[config.mk]
export PLATFORM = sky130hd
export DESIGN_NAME = pble_lane
export DESIGN_NICKNAME = d
export VERILOG_FILES = /design/src/hw/rtl/packed_bitmap_line_expander_assert.svh /design/src/hw/rtl/pble_pkg.sv /design/src/hw/rtl/pble_lane.sv
export SDC_FILE = /design/constraint.sdc
export NUM_CORES = 1
export LEC_CHECK = 0
export ABC_AREA = 0
export BUFFER_PORTS_ARGS = -buffer_cell sky130_fd_sc_hd__buf_2
export CAP_MARGIN = 0
export CORE_MARGIN = 2
export CORE_UTILIZATION = 34
export DETAILED_ROUTE_END_ITERATION = 8
export PLACE_DENSITY = 0.68
export SLEW_MARGIN = 25
export SYNTH_ARGS = -nofsm -noshare
export SYNTH_HDL_FRONTEND = slang
export SYNTH_SLANG_ARGS = --single-unit
[constraint.sdc]
create_clock -name vclk -period 2.5
set_clock_uncertainty 0.05 [all_clocks]
set_input_delay 0.25 -clock vclk [all_inputs]
set_output_delay 0.25 -clock vclk [all_outputs]
set_load 0.02 [all_outputs]
[src/hw/rtl/packed_bitmap_line_expander_assert.svh]
// Assertion macros shared by the expander RTL.
// Each expects clk_i and rst_ni in scope.
`ifndef PACKED_BITMAP_LINE_EXPANDER_ASSERT_SVH
`define PACKED_BITMAP_LINE_EXPANDER_ASSERT_SVH

// Same-cycle implication.
`define PBLE_ASSERT_NOW(label, ante, cons, msg) \
  label: assert property (@(posedge clk_i) disable iff (!rst_ni) (ante) |-> (cons)) \
    else $error(msg);

// Next-cycle implication.
`define PBLE_ASSERT_NEXT(label, ante, cons, msg) \
  label: assert property (@(posedge clk_i) disable iff (!rst_ni) (ante) |=> (cons)) \
    else $error(msg);

`endif

[src/hw/rtl/pble_pkg.sv]
`timescale 1ns / 1ps

package pble_pkg;

  localparam int LANES      = 8;
  localparam int LANE_AW    = $clog2(LANES);
  localparam int PAL_DEPTH  = 256;
  localparam int PAL_AW     = $clog2(PAL_DEPTH);
  localparam int INDEX_BITS = 16;
  localparam int MAX_LINE   = 1024;
  localparam int LINE_W     = 11;
  localparam int COL_W      = 11;
  localparam int SCOL_W     = 10;
  localparam int CFG_AW     = 3;
  localparam int CFG_DW     = 11;
  localparam int CNT_W      = 4;

  // Bits per pixel codes; anything above the 16 bpp code acts as 16 bpp.
  localparam logic [2:0] DEPTH_1BPP  = 3'd0;
  localparam logic [2:0] DEPTH_2BPP  = 3'd1;
  localparam logic [2:0] DEPTH_4BPP  = 3'd2;
  localparam logic [2:0] DEPTH_8BPP  = 3'd3;
  localparam logic [2:0] DEPTH_16BPP = 3'd4;

  // Configuration register indexes.
  localparam logic [CFG_AW-1:0] CFG_DEPTH     = 3'd0;
  localparam logic [CFG_AW-1:0] CFG_TRANSP    = 3'd1;
  localparam logic [CFG_AW-1:0] CFG_INVERT    = 3'd2;
  localparam logic [CFG_AW-1:0] CFG_PAL_EN    = 3'd3;
  localparam logic [CFG_AW-1:0] CFG_WIDTH     = 3'd4;
  localparam logic [CFG_AW-1:0] CFG_START_OFF = 3'd5;
  localparam logic [CFG_AW-1:0] CFG_START_COL = 3'd6;

  typedef enum logic {
    OP_PAL_WRITE = 1'b0,
    OP_UNIT      = 1'b1
  } op_e;

  typedef enum logic [1:0] {
    ACT_WRITE  = 2'd0,
    ACT_LEAVE  = 2'd1,
    ACT_INVERT = 2'd2
  } act_e;

  typedef struct packed {
    op_e         op;
    logic [7:0]  palette_slot;
    logic [15:0] palette_color;
    logic [15:0] source_unit;
  } pble_in_t;

  typedef struct packed {
    act_e        action;
    logic [15:0] pixel_value;
    logic [10:0] column;
    logic        unit_last;
    logic        line_end;
  } pble_out_t;

  // What one lane found for its pixel position.
  typedef struct packed {
    act_e                  action;
    logic                  use_pal;
    logic [INDEX_BITS-1:0] value;
  } pble_lane_t;

  // One accepted item as handed to the emitter.
  typedef struct packed {
    logic                        is_wr;
    logic [PAL_AW-1:0]           slot;
    logic [INDEX_BITS-1:0]       color;
    logic [LANES-1:0]            mask;
    pble_lane_t [LANES-1:0]      lanes;
    logic [COL_W-1:0]            col;
    logic                        line_done;
  } pble_desc_t;

  // Pixel waiting on the palette read.
  typedef struct packed {
    act_e                  action;
    logic                  use_pal;
    logic [INDEX_BITS-1:0] value;
    logic [COL_W-1:0]      column;
    logic                  unit_last;
    logic                  line_end;
  } pble_pix_t;

endpackage

[src/hw/rtl/pble_lane.sv]
`timescale 1ns / 1ps

module pble_lane (
  input  logic [pble_pkg::LANE_AW-1:0] lane_idx_i,
  input  logic [15:0]                  unit_i,
  input  logic [2:0]                   depth_i,
  input  logic                         transp_i,
  input  logic                         invert_i,
  input  logic                         pal_en_i,
  output pble_pkg::pble_lane_t         lane_o
);
  import pble_pkg::*;

  logic [2:0]            sh;
  logic [7:0]            field_mask;
  logic [7:0]            shifted;
  logic                  wide;
  logic                  one_bpp;
  logic                  pal_depth;
  logic [INDEX_BITS-1:0] raw;
  logic                  xor_mode;

  always_comb begin
    sh         = 3'd0;
    field_mask = 8'hff;
    wide       = 1'b0;
    one_bpp    = 1'b0;
    pal_depth  = 1'b1;
    unique case (depth_i)
      DEPTH_1BPP: begin
        sh         = 3'd7 - lane_idx_i;
        field_mask = 8'h01;
        one_bpp    = 1'b1;
      end
      DEPTH_2BPP: begin
        sh         = 3'd6 - {lane_idx_i[1:0], 1'b0};
        field_mask = 8'h03;
      end
      DEPTH_4BPP: begin
        sh         = 3'd4 - {lane_idx_i[0], 2'b00};
        field_mask = 8'h0f;
      end
      DEPTH_8BPP: begin
        sh         = 3'd0;
        field_mask = 8'hff;
      end
      default: begin
        wide      = 1'b1;
        pal_depth = 1'b0;
      end
    endcase

    shifted = (unit_i[7:0] >> sh) & field_mask;
    raw     = wide ? unit_i[INDEX_BITS-1:0] : INDEX_BITS'(shifted);

    // Transparent wins over XOR when both are set.
    xor_mode = one_bpp && invert_i && !transp_i;

    lane_o.action  = ACT_WRITE;
    lane_o.use_pal = 1'b0;
    lane_o.value   = '0;
    if (xor_mode) begin
      lane_o.action = (raw != '0) ? ACT_INVERT : ACT_LEAVE;
    end else if (transp_i && raw == '0) begin
      lane_o.action = ACT_LEAVE;
    end else begin
      lane_o.use_pal = one_bpp || (pal_depth && pal_en_i);
      lane_o.value   = raw;
    end
  end

endmodule

==> flow_results.org <==
** Status
- The flow ran to the end, and the final reports show no timing, DRC or antenna violations.

** Drt
- Average vias per placed instance :: 5.40
- For this run, the detailed router's first-pass iteration total came to 4.
- Summed over all layers, the routed wires come to 1870 µm.
- Number of vias in the routed layout :: 832
- After detailed routing, the number of remaining DRC violations is 0.
- Number of nets still failing antenna checks after routing :: 0
- After detailed routing, the average wire length per cell comes to 12.2 µm.
- DRC marker count from the first detailed-route iteration :: 8

** Synthesis
- In this run the cell area of the synthesized design comes to 624 µm².
- Count leader, synth :: sky130_fd_sc_hd__nand2_1
- Most frequent cells after synthesis :: sky130_fd_sc_hd__nand2_1 (9), sky130_fd_sc_hd__and2_1 (8), sky130_fd_sc_hd__a21oi_1 (7)
- Synthesis produced a netlist with a net count of 112.
- The Yosys step of the flow raised 0 warnings.
- In the post-synthesis netlist, the biggest area contributors are sky130_fd_sc_hd__and2_1 (8.0%), sky130_fd_sc_hd__a21oi_1 (5.6%), sky130_fd_sc_hd__nand2_1 (5.4%).
- Part of the Yosys area used for sequential elements :: 0
- The synthesized netlist contains 41 unique library cells.
- Share of Yosys cell area claimed by the top area cell type :: 0.0802
- Library cell occupying the most area in the post-synthesis netlist :: sky130_fd_sc_hd__and2_1
- Averaged over all synthesized cells, the footprint is 7.18 µm².
- Cell count after synthesis :: 87

** Critical path
- Kind of end point of the critical path :: output port
- Data arrives at the worst endpoint at 2.01 ns.
- Cell chain of the critical path :: buf_2, a211o_2, nor2_4, mux4_2, a21oi_2, and4b_1, buf_2
- Startpoint class of the critical path :: input port
- On the worst path, the slowest cell contributes a delay of 0.51 ns.
- STA puts the critical path data required time at 2.20 ns.
- The cell that appears most often on the critical path is sky130_fd_sc_hd__buf_2.
- The critical path is of the input port to output port type.
- Broken down by cell family, the worst path's largest delay share belongs to compound AO/OA/AOI/OAI gates.
- Critical path fanouts, max :: 14
- Combined buffer and inverter count along the critical path :: 2
- Cell type of the slowest stage on the worst timing path :: sky130_fd_sc_hd__mux4_2

** Power and ir drop
- IR analysis of the VDD net gives a maximum drop of 0.0000936 V.
- LEAKAGE :: 0.404 nW
- Power per Cell Area :: 191 mW/mm²

** GRT
- M1 GR Usage :: 0.231
- The total overflow left after global routing is 0.
- Overall track demand over capacity in global routing :: 0.175
- Met2 track demand over resource :: 0.326
- The number of global-route vias before repair came to 692.
- GR met3 Demand/Resource :: 0.00769
- Antenna violations before repair :: 0
- Most utilized layer in the global route result :: met2
- The first global-routing pass estimated 2910 µm of wire.
- Entering global routing, the biggest net connects 15 pins.

** Finish
- The final layout contains a sequential cell count of 0.
- Area occupied by multi-input gates :: 568 µm²
- Final non-filler cell total :: 154
- Compared with the post-synthesis result, the final layout area differs by 38.5%.
- Total of fill cells in the finished design :: 197
- Final-stage net count :: 156
- Number of diodes added for antenna fixing :: 0
- Share of post-route cells with drive strength above 1 :: 0.465
- Once layout is complete, the utilization of the core stands at 0.501.
- Area of all placed cells without fillers :: 865 µm²
- After layout, the clock buffer instance count stands at 0.
- Across the whole layout, storage elements account for 0 µm².

** Worst hold path
- Min-delay worst type :: input port to output port
- The worst hold path passes through 3 cells.
- The worst hold path begins at transp_i.
- The worst hold path terminates at lane_o[18].

** Floorplanning
- The die is 46.9 µm wide.
- Core box area :: 0.00173 mm²
- In this run the count of I/O pins placed on the die edge is 44.
- FP Rows :: 15
- The die covers 0.00219 mm².
- Measured along the y axis, the die boundary spans 46.9 µm.
- Starting density of the core :: 0.362

** Clocking
- In this run, post-CTS hold repair placed 0 buffers.
- Buffers inserted during post-CTS setup optimization :: 0
- Post-CTS Resized :: 0

** Timing
- Setup repair after global routing missed its margin :: no
- Worst slew pin tran :: 0.365 ns
- Portion of the clock cycle consumed by the worst path in the final layout :: 0.925
- Summed negative setup slack over all endpoints :: 0 ns
- In this run the tightest slew margin relative to its limit is 0.754.
- Setup violations remaining at the end of the flow were counted as 0.
- Final Max Slew Viols :: 0
- Static timing analysis puts the maximum clock frequency at 433 MHz.
- Subtracting the final worst setup slack from the clock period gives 2.31 ns.
- The number of hold-slack violations in the final timing report came to 0.

** Run
- The tool flagged a number of max-cap violations equal to 0.

** Placement
- Dpl cells :: 154
- Buffers added on ports :: 44
- Post-DP Area :: 865 µm²
- Final weighted congestion in routability-driven placement :: 0.886
- The wire-length estimate of the detail-placed layout is 1550 µm.
power breakdown:
part | switching (mW) | internal, mW
clock | 0 | 0
sequential | 0 | 0
combinational | 0.0974 | 0.0677
total | 0.0974 | 0.0677
routing by layer:
| metal | up-vias | share of wire |
|---|---|---|
| li1 | 417 | - |
| met1 | 384 | 0.45 |
| met2 | 29 | 0.49 |
| met3 | 2 | 0.059 |
| met4 | 0 | 0.0043 |
| met5 | - | 0 |
cells in the final DEF, fill, tap and decap left out, types with 3 or more instances in the layout:
cell type | netlist | layout
sky130_fd_sc_hd__a21oi_1 | 7 | 7
sky130_fd_sc_hd__and2_1 | 8 | 8
sky130_fd_sc_hd__and2b_1 | 4 | 4
sky130_fd_sc_hd__buf_2 | 3 | 44
sky130_fd_sc_hd__buf_4 | 0 | 4
sky130_fd_sc_hd__inv_1 | 4 | 4
sky130_fd_sc_hd__nand2_1 | 9 | 9
sky130_fd_sc_hd__nor2_1 | 3 | 3
sky130_fd_sc_hd__nor3b_1 | 3 | 3
sky130_fd_sc_hd__nor4_1 | 3 | 3
sky130_fd_sc_hd__o21ai_0 | 4 | 4
layout make-up:
type                       count  area share
inverter                       4      0.0174
multi-input combinational     77       0.657
timing repair buffer          48       0.289
tap                           25      0.0362
stage by stage:
stage                     setup WS (ns)  hold slack (ns)  power, mW
final                             0.188            0.756      0.165
after global routing             0.0941            0.775      0.181
after CTS                         0.180            0.757      0.166
after detailed placement          0.180            0.756      0.165
after global placement            0.198            0.751      0.164
after floorplan                   0.330            0.498      0.105
worst max-delay path by stage:
stage	end	start	slack, ns	cells after the start
after global placement	lane_o[17]	depth_i[1]	0.20	7
after global routing	lane_o[17]	depth_i[1]	0.09	7
final	lane_o[17]	depth_i[1]	0.19	7
after CTS	lane_o[17]	depth_i[1]	0.18	7
after floorplan	lane_o[17]	depth_i[0]	0.33	6
after detailed placement	lane_o[17]	depth_i[1]	0.18	7
cells by family after synthesis:
| logic type | count (synthesis) | synth area share |
|---|---|---|
| buffers and inverters | 10 | 0.0902 |
| multiplexers | 3 | 0.0681 |
| AO/OA/AOI/OAI | 29 | 0.357 |
| AND/OR/NAND/NOR | 45 | 0.485 |
(Power assumes the default switching activity.)
